--- src/rtl/pva_pkg.sv ---
package pva_pkg;

    // Configuration register
    localparam int         ACTIVE_W     = 6;
    localparam logic [5:0] ACTIVE_RESET = 6'd32;

    // Request codes
    localparam logic [1:0] REQ_NOTE_ON  = 2'd0;
    localparam logic [1:0] REQ_NOTE_OFF = 2'd1;
    localparam logic [1:0] REQ_WRITE    = 2'd2;
    localparam logic [1:0] REQ_CLEANUP  = 2'd3;

    // Envelope phase codes
    localparam logic [1:0] PH_IDLE    = 2'd0;
    localparam logic [1:0] PH_RELEASE = 2'd2;

    // Note-on pick rules
    localparam logic [1:0] RULE_IDLE    = 2'd0;
    localparam logic [1:0] RULE_RELEASE = 2'd1;
    localparam logic [1:0] RULE_OLDEST  = 2'd2;

    // Held note value meaning "none"
    localparam logic [7:0] NO_NOTE = 8'hFF;

    typedef struct packed {
        logic [1:0]        req_type;
        logic [6:0]        note;
        logic [4:0]        target_voice;
        logic [1:0]        phase;
        logic [15:0]       level;
        logic [31:0]       order;
        logic signed [7:0] held_note;
    } pva_in_t;

    typedef struct packed {
        logic [4:0] chosen_voice;
        logic       found;
        logic [1:0] pick_rule;
    } pva_out_t;

    typedef struct packed {
        logic load;
        logic rd_en;
        logic commit;
        logic out_load;
    } pva_cmd_t;

    typedef struct packed {
        logic write_req;
        logic n_zero;
        logic last_rd;
    } pva_status_t;

endpackage

--- src/rtl/pva_ram.sv ---
module pva_ram #(
    parameter int  WIDTH = 8,
    parameter int  DEPTH = 32,
    localparam int AW    = (DEPTH > 1) ? $clog2(DEPTH) : 1
) (
    input  logic             clk,
    input  logic             we,
    input  logic [AW-1:0]    waddr,
    input  logic [WIDTH-1:0] wdata,
    input  logic             re,
    input  logic [AW-1:0]    raddr,
    output logic [WIDTH-1:0] rdata
);

    logic [WIDTH-1:0] mem [DEPTH];
    logic [WIDTH-1:0] rdata_reg;

    // Write port and registered read port
    always_ff @(posedge clk)
    begin
        if (we)
        begin
            mem[waddr] <= wdata;
        end
        if (re)
        begin
            rdata_reg <= mem[raddr];
        end
    end

    assign rdata = rdata_reg;

endmodule

--- src/rtl/pva_ctrl.sv ---
module pva_ctrl (
    input  logic                clk,
    input  logic                rst_n,
    input  logic                in_valid,
    output logic                in_ready,
    output logic                out_valid,
    input  logic                out_ready,
    input  pva_pkg::pva_status_t status,
    output pva_pkg::pva_cmd_t    cmd
);
    import pva_pkg::*;

    typedef enum logic [2:0] {
        S_IDLE,
        S_SCAN,
        S_DRAIN,
        S_COMMIT,
        S_DONE
    } state_t;

    state_t state_reg;
    state_t state_next;
    logic   out_valid_reg;

    assign in_ready  = (state_reg == S_IDLE);
    assign out_valid = out_valid_reg;

    // Scan table and commit (not for writes or n = 0), then hand over result
    always_comb
    begin
        cmd        = '0;
        state_next = state_reg;
        unique case (state_reg)
            S_IDLE:
            begin
                if (in_valid)
                begin
                    cmd.load = 1'b1;
                    if (status.write_req || status.n_zero)
                    begin
                        state_next = S_DONE;
                    end
                    else
                    begin
                        state_next = S_SCAN;
                    end
                end
            end
            S_SCAN:
            begin
                cmd.rd_en = 1'b1;
                if (status.last_rd)
                begin
                    state_next = S_DRAIN;
                end
            end
            S_DRAIN:
            begin
                state_next = S_COMMIT;
            end
            S_COMMIT:
            begin
                cmd.commit = 1'b1;
                state_next = S_DONE;
            end
            S_DONE:
            begin
                if (!out_valid_reg || out_ready)
                begin
                    cmd.out_load = 1'b1;
                    state_next   = S_IDLE;
                end
            end
            default:
            begin
                state_next = S_IDLE;
            end
        endcase
    end

    // Hold state and the output valid flag
    always_ff @(posedge clk or negedge rst_n)
    begin
        if (!rst_n)
        begin
            state_reg     <= S_IDLE;
            out_valid_reg <= 1'b0;
        end
        else
        begin
            state_reg <= state_next;
            if (cmd.out_load)
            begin
                out_valid_reg <= 1'b1;
            end
            else if (out_ready)
            begin
                out_valid_reg <= 1'b0;
            end
        end
    end

    a_scan_end: assert property (@(posedge clk) disable iff (!rst_n)
        state_reg == S_SCAN && status.last_rd |=> state_reg == S_DRAIN)
        else $error("scan did not end after the last voice");

    a_result_shown: assert property (@(posedge clk) disable iff (!rst_n)
        cmd.out_load |=> out_valid_reg && state_reg == S_IDLE)
        else $error("result load did not raise out_valid");

    a_scan_start: assert property (@(posedge clk) disable iff (!rst_n)
        cmd.load && !status.write_req && !status.n_zero |=> state_reg == S_SCAN)
        else $error("scan request did not start a scan");

endmodule

--- src/rtl/pva_dp.sv ---
module pva_dp #(
    parameter int MAX_VOICES = 32,
    parameter int ORDER_BITS = 32
) (
    input  logic                 clk,
    input  logic                 rst_n,
    input  logic                 cfg_we,
    input  logic [5:0]           cfg_data,
    input  pva_pkg::pva_in_t     in_data,
    output pva_pkg::pva_out_t    out_data,
    input  pva_pkg::pva_cmd_t    cmd,
    output pva_pkg::pva_status_t status
);
    import pva_pkg::*;

    localparam int AW    = (MAX_VOICES > 1) ? $clog2(MAX_VOICES) : 1;
    localparam int CW    = $clog2(MAX_VOICES + 1);
    localparam int LW    = CW + 1;
    localparam int REC_W = 26 + ORDER_BITS;
    localparam logic [REC_W-1:0] RESET_REC = {PH_IDLE, 16'h0000, {ORDER_BITS{1'b0}}, NO_NOTE};

    // Voice index to the 5-bit result field
    function automatic logic [4:0] to_voice(input logic [AW-1:0] idx);
        logic [8:0] ext;
        ext = 9'(idx);
        return ext[4:0];
    endfunction

    logic [5:0]            active_reg;
    logic [CW-1:0]         n_now;
    logic [CW-1:0]         n_reg;
    logic [1:0]            req_reg;
    logic [6:0]            note_reg;
    logic [AW-1:0]         rd_idx_reg;
    logic [LW-1:0]         rd_cnt_next;
    logic                  exam_vld_reg;
    logic [AW-1:0]         exam_idx_reg;
    logic [MAX_VOICES-1:0] valid_reg;

    logic                  ram_we;
    logic [AW-1:0]         ram_waddr;
    logic [REC_W-1:0]      ram_wdata;
    logic [REC_W-1:0]      ram_rdata;

    logic [REC_W-1:0]      e_rec;
    logic [1:0]            e_phase;
    logic [15:0]           e_level;
    logic [ORDER_BITS-1:0] e_order;
    logic [7:0]            e_note;
    logic                  e_idle;
    logic                  e_rel;
    logic                  e_match;
    logic                  ord_cand;
    logic                  clean_hit;

    logic                  have_idle_reg;
    logic [AW-1:0]         idle_idx_reg;
    logic                  have_rel_reg;
    logic [AW-1:0]         rel_idx_reg;
    logic [15:0]           rel_level_reg;
    logic                  have_ord_reg;
    logic [AW-1:0]         ord_idx_reg;
    logic [ORDER_BITS-1:0] ord_val_reg;
    logic                  have_clr_reg;
    logic                  have_clr_rel_reg;
    logic [AW-1:0]         clr_idx_reg;
    logic [REC_W-1:0]      clr_rec_reg;

    logic [8:0]            tgt_ext;
    logic                  tgt_ok;
    logic [63:0]           ord_in_ext;
    pva_out_t              res;
    pva_out_t              out_data_reg;

    // Clamp the voice count to the table size
    assign n_now = (32'(active_reg) > MAX_VOICES) ? CW'(MAX_VOICES) : CW'(active_reg);

    assign rd_cnt_next      = LW'(rd_idx_reg) + LW'(1);
    assign status.write_req = (in_data.req_type == REQ_WRITE);
    assign status.n_zero    = (n_now == '0);
    assign status.last_rd   = (rd_cnt_next == LW'(n_reg));

    assign tgt_ext    = 9'(in_data.target_voice);
    assign tgt_ok     = (tgt_ext < 9'(MAX_VOICES));
    assign ord_in_ext = 64'(in_data.order);

    // Unwritten entries read as the reset record
    assign e_rec     = valid_reg[exam_idx_reg] ? ram_rdata : RESET_REC;
    assign e_phase   = e_rec[REC_W-1 -: 2];
    assign e_level   = e_rec[REC_W-3 -: 16];
    assign e_order   = e_rec[8 +: ORDER_BITS];
    assign e_note    = e_rec[7:0];
    assign e_idle    = (e_phase == PH_IDLE);
    assign e_rel     = (e_phase == PH_RELEASE);
    assign e_match   = (e_note == {1'b0, note_reg});
    assign ord_cand  = (req_reg == REQ_NOTE_ON) ||
                       ((req_reg == REQ_NOTE_OFF) && e_match && !e_idle && !e_rel);
    assign clean_hit = exam_vld_reg && (req_reg == REQ_CLEANUP) && e_idle && !e_note[7];

    // Select the one table write of this cycle
    always_comb
    begin
        ram_we    = 1'b0;
        ram_waddr = tgt_ext[AW-1:0];
        ram_wdata = {in_data.phase, in_data.level, ord_in_ext[ORDER_BITS-1:0],
                     in_data.held_note};
        priority if (cmd.load && status.write_req && tgt_ok)
        begin
            ram_we = 1'b1;
        end
        else if (clean_hit)
        begin
            ram_we    = 1'b1;
            ram_waddr = exam_idx_reg;
            ram_wdata = {e_rec[REC_W-1:8], NO_NOTE};
        end
        else if (cmd.commit && (req_reg == REQ_NOTE_OFF) && !have_ord_reg && have_clr_reg)
        begin
            ram_we    = 1'b1;
            ram_waddr = clr_idx_reg;
            ram_wdata = {clr_rec_reg[REC_W-1:8], NO_NOTE};
        end
        else
        begin
            ram_we = 1'b0;
        end
    end

    pva_ram #(
        .WIDTH (REC_W),
        .DEPTH (MAX_VOICES)
    ) u_ram (
        .clk   (clk),
        .we    (ram_we),
        .waddr (ram_waddr),
        .wdata (ram_wdata),
        .re    (cmd.rd_en),
        .raddr (rd_idx_reg),
        .rdata (ram_rdata)
    );

    // Hold the register, flags and valid bits
    always_ff @(posedge clk or negedge rst_n)
    begin
        if (!rst_n)
        begin
            active_reg       <= ACTIVE_RESET;
            exam_vld_reg     <= 1'b0;
            valid_reg        <= '0;
            have_idle_reg    <= 1'b0;
            have_rel_reg     <= 1'b0;
            have_ord_reg     <= 1'b0;
            have_clr_reg     <= 1'b0;
            have_clr_rel_reg <= 1'b0;
        end
        else
        begin
            if (cfg_we)
            begin
                active_reg <= cfg_data;
            end
            exam_vld_reg <= cmd.rd_en;
            if (ram_we)
            begin
                valid_reg[ram_waddr] <= 1'b1;
            end
            if (cmd.load)
            begin
                have_idle_reg    <= 1'b0;
                have_rel_reg     <= 1'b0;
                have_ord_reg     <= 1'b0;
                have_clr_reg     <= 1'b0;
                have_clr_rel_reg <= 1'b0;
            end
            else if (exam_vld_reg)
            begin
                if ((req_reg == REQ_NOTE_ON) && e_idle)
                begin
                    have_idle_reg <= 1'b1;
                end
                if ((req_reg == REQ_NOTE_ON) && e_rel)
                begin
                    have_rel_reg <= 1'b1;
                end
                if (ord_cand)
                begin
                    have_ord_reg <= 1'b1;
                end
                if ((req_reg == REQ_NOTE_OFF) && e_match && (e_rel || e_idle))
                begin
                    have_clr_reg <= 1'b1;
                end
                if ((req_reg == REQ_NOTE_OFF) && e_match && e_rel)
                begin
                    have_clr_rel_reg <= 1'b1;
                end
            end
        end
    end

    // Load the request, step the scan pointer, track the best candidates and hold the result
    always_ff @(posedge clk)
    begin
        if (cmd.load)
        begin
            req_reg    <= in_data.req_type;
            note_reg   <= in_data.note;
            n_reg      <= n_now;
            rd_idx_reg <= '0;
        end
        else if (cmd.rd_en)
        begin
            rd_idx_reg <= rd_cnt_next[AW-1:0];
        end
        if (cmd.rd_en)
        begin
            exam_idx_reg <= rd_idx_reg;
        end
        if (exam_vld_reg && !cmd.load)
        begin
            if ((req_reg == REQ_NOTE_ON) && e_idle && !have_idle_reg)
            begin
                idle_idx_reg <= exam_idx_reg;
            end
            if ((req_reg == REQ_NOTE_ON) && e_rel && (!have_rel_reg || e_level < rel_level_reg))
            begin
                rel_idx_reg   <= exam_idx_reg;
                rel_level_reg <= e_level;
            end
            if (ord_cand && (!have_ord_reg || e_order < ord_val_reg))
            begin
                ord_idx_reg <= exam_idx_reg;
                ord_val_reg <= e_order;
            end
            // First releasing match wins, else first idle match
            if ((req_reg == REQ_NOTE_OFF) && e_match &&
                ((e_rel && !have_clr_rel_reg) || (e_idle && !have_clr_reg)))
            begin
                clr_idx_reg <= exam_idx_reg;
                clr_rec_reg <= e_rec;
            end
        end
        if (cmd.out_load)
        begin
            out_data_reg <= res;
        end
    end

    // Form the result from the trackers
    always_comb
    begin
        res = '0;
        unique case (req_reg)
            REQ_NOTE_ON:
            begin
                priority if (have_idle_reg)
                begin
                    res = '{chosen_voice: to_voice(idle_idx_reg), found: 1'b1,
                            pick_rule: RULE_IDLE};
                end
                else if (have_rel_reg)
                begin
                    res = '{chosen_voice: to_voice(rel_idx_reg), found: 1'b1,
                            pick_rule: RULE_RELEASE};
                end
                else if (have_ord_reg)
                begin
                    res = '{chosen_voice: to_voice(ord_idx_reg), found: 1'b1,
                            pick_rule: RULE_OLDEST};
                end
                else
                begin
                    res = '0;
                end
            end
            REQ_NOTE_OFF:
            begin
                if (have_ord_reg)
                begin
                    res = '{chosen_voice: to_voice(ord_idx_reg), found: 1'b1,
                            pick_rule: RULE_IDLE};
                end
            end
            default:
            begin
                res = '0;
            end
        endcase
    end

    assign out_data = out_data_reg;

    a_exam_in_range: assert property (@(posedge clk) disable iff (!rst_n)
        exam_vld_reg |-> LW'(exam_idx_reg) < LW'(n_reg))
        else $error("examined voice beyond the voices in use");

    a_commit_quiet: assert property (@(posedge clk) disable iff (!rst_n)
        cmd.commit |-> !exam_vld_reg)
        else $error("commit while the scan is still in flight");

    a_valid_set: assert property (@(posedge clk) disable iff (!rst_n)
        ram_we |=> valid_reg[$past(ram_waddr)])
        else $error("written voice not marked valid");

endmodule

--- src/rtl/polyphonic_voice_allocator_unit.sv ---
// Record write: accepted in idle, then the done state loads the result; the next item is accepted
// back in idle. Note on, note off, cleanup: scan, drain, commit and done states, the scan being one
// pass over the voice RAM read port, one voice per cycle, for n = min(active_voices, MAX_VOICES)
// voices. With n = 0 these behave like a record write. The done state waits for a free output.
// Reset: all voices idle, level and order 0, no held note (per-voice valid bits, no clear
// pass), active_voices = 32; the block is ready straight out of reset.
module polyphonic_voice_allocator_unit #(
    parameter int MAX_VOICES = 32,
    parameter int ORDER_BITS = 32
) (
    input  logic              clk,
    input  logic              rst_n,
    input  logic              cfg_valid,
    output logic              cfg_ready,
    input  logic [5:0]        cfg_data,
    input  logic              in_valid,
    output logic              in_ready,
    input  pva_pkg::pva_in_t  in_data,
    output logic              out_valid,
    input  logic              out_ready,
    output pva_pkg::pva_out_t out_data
);
    import pva_pkg::*;

    pva_cmd_t    cmd;
    pva_status_t status;

    // Configuration writes are always taken
    assign cfg_ready = 1'b1;

    pva_ctrl u_ctrl (
        .clk       (clk),
        .rst_n     (rst_n),
        .in_valid  (in_valid),
        .in_ready  (in_ready),
        .out_valid (out_valid),
        .out_ready (out_ready),
        .status    (status),
        .cmd       (cmd)
    );

    pva_dp #(
        .MAX_VOICES (MAX_VOICES),
        .ORDER_BITS (ORDER_BITS)
    ) u_dp (
        .clk      (clk),
        .rst_n    (rst_n),
        .cfg_we   (cfg_valid && cfg_ready),
        .cfg_data (cfg_data),
        .in_data  (in_data),
        .out_data (out_data),
        .cmd      (cmd),
        .status   (status)
    );

endmodule
--- config.mk ---
export PLATFORM = sky130hd
export DESIGN_NAME = polyphonic_voice_allocator_unit
export DESIGN_NICKNAME = d
export VERILOG_FILES = /design/src/rtl/pva_pkg.sv /design/src/rtl/pva_ram.sv /design/src/rtl/pva_ctrl.sv /design/src/rtl/pva_dp.sv /design/src/rtl/polyphonic_voice_allocator_unit.sv
export SDC_FILE = /design/constraint.sdc
export NUM_CORES = 2
export LEC_CHECK = 0
export BUFFER_PORTS_ARGS = -buffer_cell sky130_fd_sc_hd__buf_4
export CORE_UTILIZATION = 49
export CTS_CLUSTER_DIAMETER = 60
export CTS_CLUSTER_SIZE = 10
export DETAILED_ROUTE_END_ITERATION = 8
export HOLD_SLACK_MARGIN = 0.1
export PLACE_DENSITY = 0.67
export SLEW_MARGIN = 25
export SYNTH_ARGS = -nofsm -noshare
export SYNTH_HDL_FRONTEND = slang
export SYNTH_SLANG_ARGS = --single-unit
--- constraint.sdc ---
create_clock -name clk -period 6.3 [get_ports clk]
set_input_delay 0.315 -clock clk [delete_from_list [all_inputs] [get_ports clk]]
set_output_delay 0.315 -clock clk [all_outputs]
set_load 0.01 [all_outputs]
Word-level counts from Yosys, hierarchy flattened

Memory sizes are Yosys's and may differ from the RTL's. A register that Yosys moved wholly into a read port is not among the register bits.
Index checks and enable logic that the tools add are counted.

Memories: 1
RAM bits: 1856
Input bits: 83
Word-level logic and storage cells: 159
Flip-flop bits (word level): 207

Memory list:

| name           | words | bits a word | rd ports | clocked after Yosys merged registers in | wr ports | line          | text |
|---|---|---|---|---|---|---|---|
| u_dp.u_ram.mem | 32    | 58          | 1        | 1                                       | 1        | pva_ram.sv:15 | `logic [WIDTH-1:0] mem [DEPTH];` |

$lt $le $gt $ge: 7
Reductions and logical operators: 61
$add $sub $neg: 1
Equal/unequal tests: 13
Bitwise operators: 1
Mux-type cells: 50

Operators by type and width:

| cell                | count |
|---|---|
| $mux 58             | 4 |
| $lt 32x32->1        | 1 |
| $mux 8              | 4 |
| $or 32x32->32       | 1 |
| $mux 1              | 30 |
| $logic_and 1x1->1   | 23 |
| $lt 5x6->1 const B  | 3 |
| $reduce_and 2->1    | 9 |
| $lt 16x16->1        | 1 |
| $pmux 8 s2          | 1 |
| $mux 5              | 3 |
| $pmux 3 s5          | 1 |
| $reduce_bool 2->1   | 7 |
| $mux 3              | 4 |
| $logic_not 1->1     | 10 |
| $eq 8x7->1          | 1 |
| $eq 7x6->1          | 1 |
| $logic_or 1x1->1    | 7 |
| $add 5x1->6 const B | 1 |
| $eq 2x2->1 const B  | 3 |
| $eq 3x2->1 const B  | 2 |
| $gt 6x6->1 const B  | 1 |
| $logic_not 6->1     | 1 |
| $mux 6              | 1 |
| other kinds (11)    | 13 |

Longest topological paths before layout

Depth in word-level cells: 13
Mapped depth: 18
Mapped depth without buffers: 14

Hierarchy

Synthesis repeated with hierarchy kept, for this count alone.

Cell total of the unflattened synthesis: 4924
Area total of the unflattened synthesis: 83782.9 µm²

By module, submodules not included:

| module                          | sequential area each (µm²) | times used | area each (µm²) | cells each |
|---|---|---|---|---|
| pva_ram                         | 57475.1                    | 1          | 73780.8         | 4055 |
| pva_dp                          | 5586.6                     | 1          | 9773.1          | 843 |
| pva_ctrl                        | 100.1                      | 1          | 217.7           | 24 |
| polyphonic_voice_allocator_unit | 0.0                        | 1          | 11.3            | 2 |

Worst setup path after synthesis

OpenSTA, ideal clock, no wires.

Path kind: register to register
Start point: register u_dp.exam_idx_reg[1]
End point: register u_dp.ord_idx_reg[0] (enable)
Library setup time: 499 ps
Path buffers: 4
Clock period less this slack: 6759 ps
Arrival time: 6260 ps
Data required time: 5801 ps
Stages on the path, launching flop included: 19
Path slack: -459 ps
Cells stage by stage: edfxtp_1 buf_6 buf_8 mux2i_1 a22oi_1 nand3_1 nand4_1 clkbuf_2 clkbuf_1 and2_1 ha_1 a21o_1 a21o_1 a21o_1 a21o_1 a221o_1 a211oi_1 nor2b_1 a311oi_1

RTL lines:

| element                           | line          | text |
|---|---|---|
| start, declared                   | pva_dp.sv:37  | `logic [AW-1:0] exam_idx_reg;` |
| start signal, assigned            | pva_dp.sv:217 | `exam_idx_reg <= rd_idx_reg;` |
| $bmux 1 s5                        | pva_dp.sv:88  | `assign e_rec = valid_reg[exam_idx_reg] ? ram_rdata : RESET_REC;` |
| $mux 1 (implied by the code)      | pva_dp.sv:88  |  |
| $mux 58                           | pva_dp.sv:88  |  |
| net u_dp.e_rec[25]                | pva_dp.sv:45  | `logic [REC_W-1:0] e_rec;` |
| $lt 32x32->1                      | pva_dp.sv:230 | `if (ord_cand && (!have_ord_reg \|\| e_order < ord_val_reg))` |
| $logic_or 1x1->1                  | pva_dp.sv:230 |  |
| $logic_and 1x1->1                 | pva_dp.sv:230 |  |
| $reduce_and 2->1 (no source line) | n/a           |  |
| end signal, assigned              | pva_dp.sv:232 | `ord_idx_reg <= exam_idx_reg;` |
| end, declared                     | pva_dp.sv:62  | `logic [AW-1:0] ord_idx_reg;` |

The timed path passes the listed nets, and every way through them passes these cells. The select of a mux whose other input is x is not followed.
A chain may end at the register's enable or synchronous reset.

Final worst setup path

Start point: register u_dp.exam_idx_reg[1]
End point: register u_dp.rel_idx_reg[1] (enable)

Cells in the longest elaborated chain, start to end: 7

Ends and longest elaborated chain:

| element                           | line          | text |
|---|---|---|
| $bmux 1 s5                        | pva_dp.sv:88  |  |
| $mux 1 (implied by the code)      | pva_dp.sv:88  |  |
| $mux 58                           | pva_dp.sv:88  |  |
| net u_dp.e_rec[53]                | pva_dp.sv:45  |  |
| $lt 16x16->1                      | pva_dp.sv:225 | `if ((req_reg == REQ_NOTE_ON) && e_rel && (!have_rel_reg \|\| e_level < rel_level_reg))` |
| $logic_or 1x1->1                  | pva_dp.sv:225 |  |
| $logic_and 1x1->1                 | pva_dp.sv:225 |  |
| $reduce_and 2->1 (no source line) | n/a           |  |
| end signal, assigned              | pva_dp.sv:227 | `rel_idx_reg <= exam_idx_reg;` |
| end, declared                     | pva_dp.sv:59  | `logic [AW-1:0] rel_idx_reg;` |

The timed path passes the listed nets, and every way through them passes these cells. The select of a mux whose other input is x is not followed.

==> impl_metrics.ini <==
[outcome]
status = complete, but fails checks
violations = design-rule violations

[floorplan]
design.portCount = 94
die-area_um2 = 168000
core-area_um2 = 165000
die_h_um = 410
dieWidth_um = 410
rows = 149
start_util = 0.495

[drt]
drt_wl_total_um = 195000
drt_iter0_drc = 4654
ant_nets = 0
viasPerCell = 6.31
vias = 38500
wl_per_cell_um = 32.0
drt_pass1_iterations = 9
drc = 8

[global_routing]
grt_pass1_vias = 38900
track_usage = 0.235
grt_max_degree = 115
grt.overflow.total = 0
grt_antenna_before_repair = 4
grt_first_pass_wirelength_um = 281000

[synth]
synth_top_area_cell = edfxtp_1
synth_warnings = 0
synth_seq_area_share = 0.773
synth_ff_type = edfxtp_1
ys_top_cells_by_area = edfxtp_1 76%, mux4_2 16%, dfrtp_1 1.4%, mux2_2 0.88%, ha_1 0.72%
yosysMostFrequentCell = edfxtp_1
syn_nets = 3712
synth_seq_cells = 2113
synth_cell_type_count = 64
synth_common_cells = 2060 x edfxtp_1, 580 x mux4_2, 114 x clkbuf_1
synth_top_area_frac = 0.757
syn_inst = 3582
synthArstFlopShare = 0.0227
synth_edf_count = 2060
synth_area_um2 = 81700
syn_avg_cell_area_um2 = 22.8

[run]
maxCapViolations = 0

[clocking]
post_cts_resized = 0
clkLatencyLatePin_ns = 0.87
htreeDepth = 4
cts-root-buf = clkbuf_16
numCtsBuffers = 230
clkSlewWorstSetupHoldPaths_ns = 0.06
clockBufferDepth = 3
cts_num_sinks = 2113
tritoncts = yes

[placement]
post_dp_cell_area_um2 = 86400
dp.cells = 5804
hpwl_um = 103000
port_buffers = 92
gp_congestion = 0.843

[timing]
fmax_mhz = 188
period_needed_ns = 5.31
maxSlewViolCount = 0
slew_headroom = 0.262
hold_violations = 0
skew_ns = 0.0601
worst-slew-pin-transition_ns = 1.11
finalSetupViolations = 0
rsz0062_at_grt = no
final.setup.tns_ns = 0
fin_crit_sh = 0.843

[pwr]
p_leak_uw = 0.0292
combPwrFrac = 0.212
power_switching_share = 0.261
switchingPower_uw = 9390
seqPwrFrac = 0.463
p_clk_frac = 0.325
ir_drop_mv = 0.300
power_density_nw_per_um2 = 386
p_int_uw = 26600
power_uw = 36000

[setup_path]
crit_slowest_cell = edfxtp_1
slowest_delay_ns = 1.04
cp-end-kind = register
start_kind = register
reg2regPathDepth = 14
required_ns = 6.75
cp_max_fo = 54
path_class = reg -> reg
critical_path_arrival_ns = 5.76
crit_chain = mux2i_1 > a22oi_1 > nand3_1 > nand4_1 > buf_4 > and2_1 > ha_1 > a21o_1 > a21o_1 > a21oi_1 > o21ai_0 > a2111oi_1 > o21ai_0 > nand2_1

[final_layout]
largest_reg_flops = 1856
final_area_um2 = 93100
drive_gt1_frac = 0.311
nFillCells = 11900
nets = 4008
areaGrowthSynthToFinish_pct = 13.9
final_util = 0.564
antenna_cells = 0
final_cell_count_no_fill = 6111

[min_path]
min-delay-path-class = in -> reg
hold_depth = 3
-- metrics by stage --
stage,worst slack (ns),hold WS [ns]
2_1_floorplan,0.822,0.0194
3_3_place_gp,1.01,0.375
3_5_place_dp,1.03,0.379
4_1_cts,1.03,0.107
5_1_grt,0.606,0.136
6_report,0.989,0.143
-- worst max-delay path: cells and delay by family, from the launching register on --
kind / cells / cell delay [ns]
and+or+nand+nor: 4 / 1.34
adders and majority gates: 1 / 0.27
buffers and inverters: 1 / 0.53
AOI/OAI and AO/OA: 7 / 1.51
DFF: 1 / 1.04
muxes: 1 / 0.21
-- logic make-up (layout without fill, tap and decap cells) --
| logic type | after synthesis | in the layout | share of synthesized area |
|---|---|---|---|
| AO/OA/AOI/OAI | 227 | 227 | 0.0188 |
| XOR/XNOR | 18 | 18 | 0.00193 |
| adder cells (fa/ha/maj) | 47 | 47 | 0.00720 |
| buffers and inverters | 243 | 583 | 0.0119 |
| flip-flops | 2113 | 2113 | 0.773 |
| multiplexers | 661 | 661 | 0.171 |
| other | 1 | 1 | 0.0000459 |
| AND/OR/NAND/NOR | 272 | 272 | 0.0165 |
-- layer usage --
layer / track usage / wire [um] / up-vias
li1: - / - / 15600
met1: 0.345 / 80800 / 20700
met2: 0.362 / 92800 / 1945
met3: 0.0477 / 17400 / 270
met4: 0.0623 / 4420 / 2
met5: 0 / 9 / -
-- cells in the final DEF, fill, tap and decap left out, types with 12 or more instances in the layout --
cell,instances
edfxtp_1,2060
mux4_2,580
clkbuf_16,230
buf_4,175
nor2_1,78
mux2_2,64
inv_1,58
o22ai_1,57
and2_1,49
ha_1,47
dfrtp_1,47
buf_12,40
a21oi_1,38
nor2_4,32
dlygate4sd3_1,29
nand2_1,27
clkbuf_1,27
a21oi_4,22
a21o_1,18
mux2i_1,17
nand4_1,16
o21bai_2,16
o21bai_1,16
nand3_1,15
nor2b_1,12
o21ai_0,12
-- final cells by class --
type,count,area [um^2],area share
Timing Repair Buffer,248,2510,0.0270
Clock inverter,18,384,0.00413
Clock buffer,258,5870,0.0631
Sequential cell,2113,63200,0.679
Multi-Input combinational cell,1226,18200,0.195
Inverter,59,223,0.00239
Tap cell,2189,2740,0.0294
-- power by group through the flow --
stage	combinational [uW]	clock, uW	sequential (uW)
5_1_grt	8150	12400	16700
3_5_place_dp	7650	0	16900
4_1_cts	7700	11900	16700
3_3_place_gp	7570	0	16900
6_report	7610	11700	16700
2_1_floorplan	5780	0	16600
-- final timing paths --
kind | from | slack [ns] | end
setup reg to reg | u_dp.exam_idx_reg[1]$_DFFE_PP_ | 0.99 | u_dp.rel_idx_reg[1]$_DFFE_PP_
min in group asynchronous | rst_n | 0.53 | u_dp.active_reg[5]$_DFFE_PN1P_
hold / removal | in_data[45] | 0.14 | u_dp.u_ram.mem[20][45]$_DFFE_PP_
hold reg to reg | u_dp.valid_reg[17]$_DFFE_PN0N_ | 0.47 | u_dp.valid_reg[17]$_DFFE_PN0N_
setup / recovery | u_dp.exam_idx_reg[1]$_DFFE_PP_ | 0.99 | u_dp.rel_idx_reg[1]$_DFFE_PP_
max in group asynchronous | rst_n | 5.50 | u_dp.valid_reg[28]$_DFFE_PN0N_
-- repair_timing --
action	CTS	global route
hold buffers	30	0
hold endpoints to repair	143	0
setup buffers	0	0
setup endpoints to repair	0	0
(Power assumes the default switching activity.)
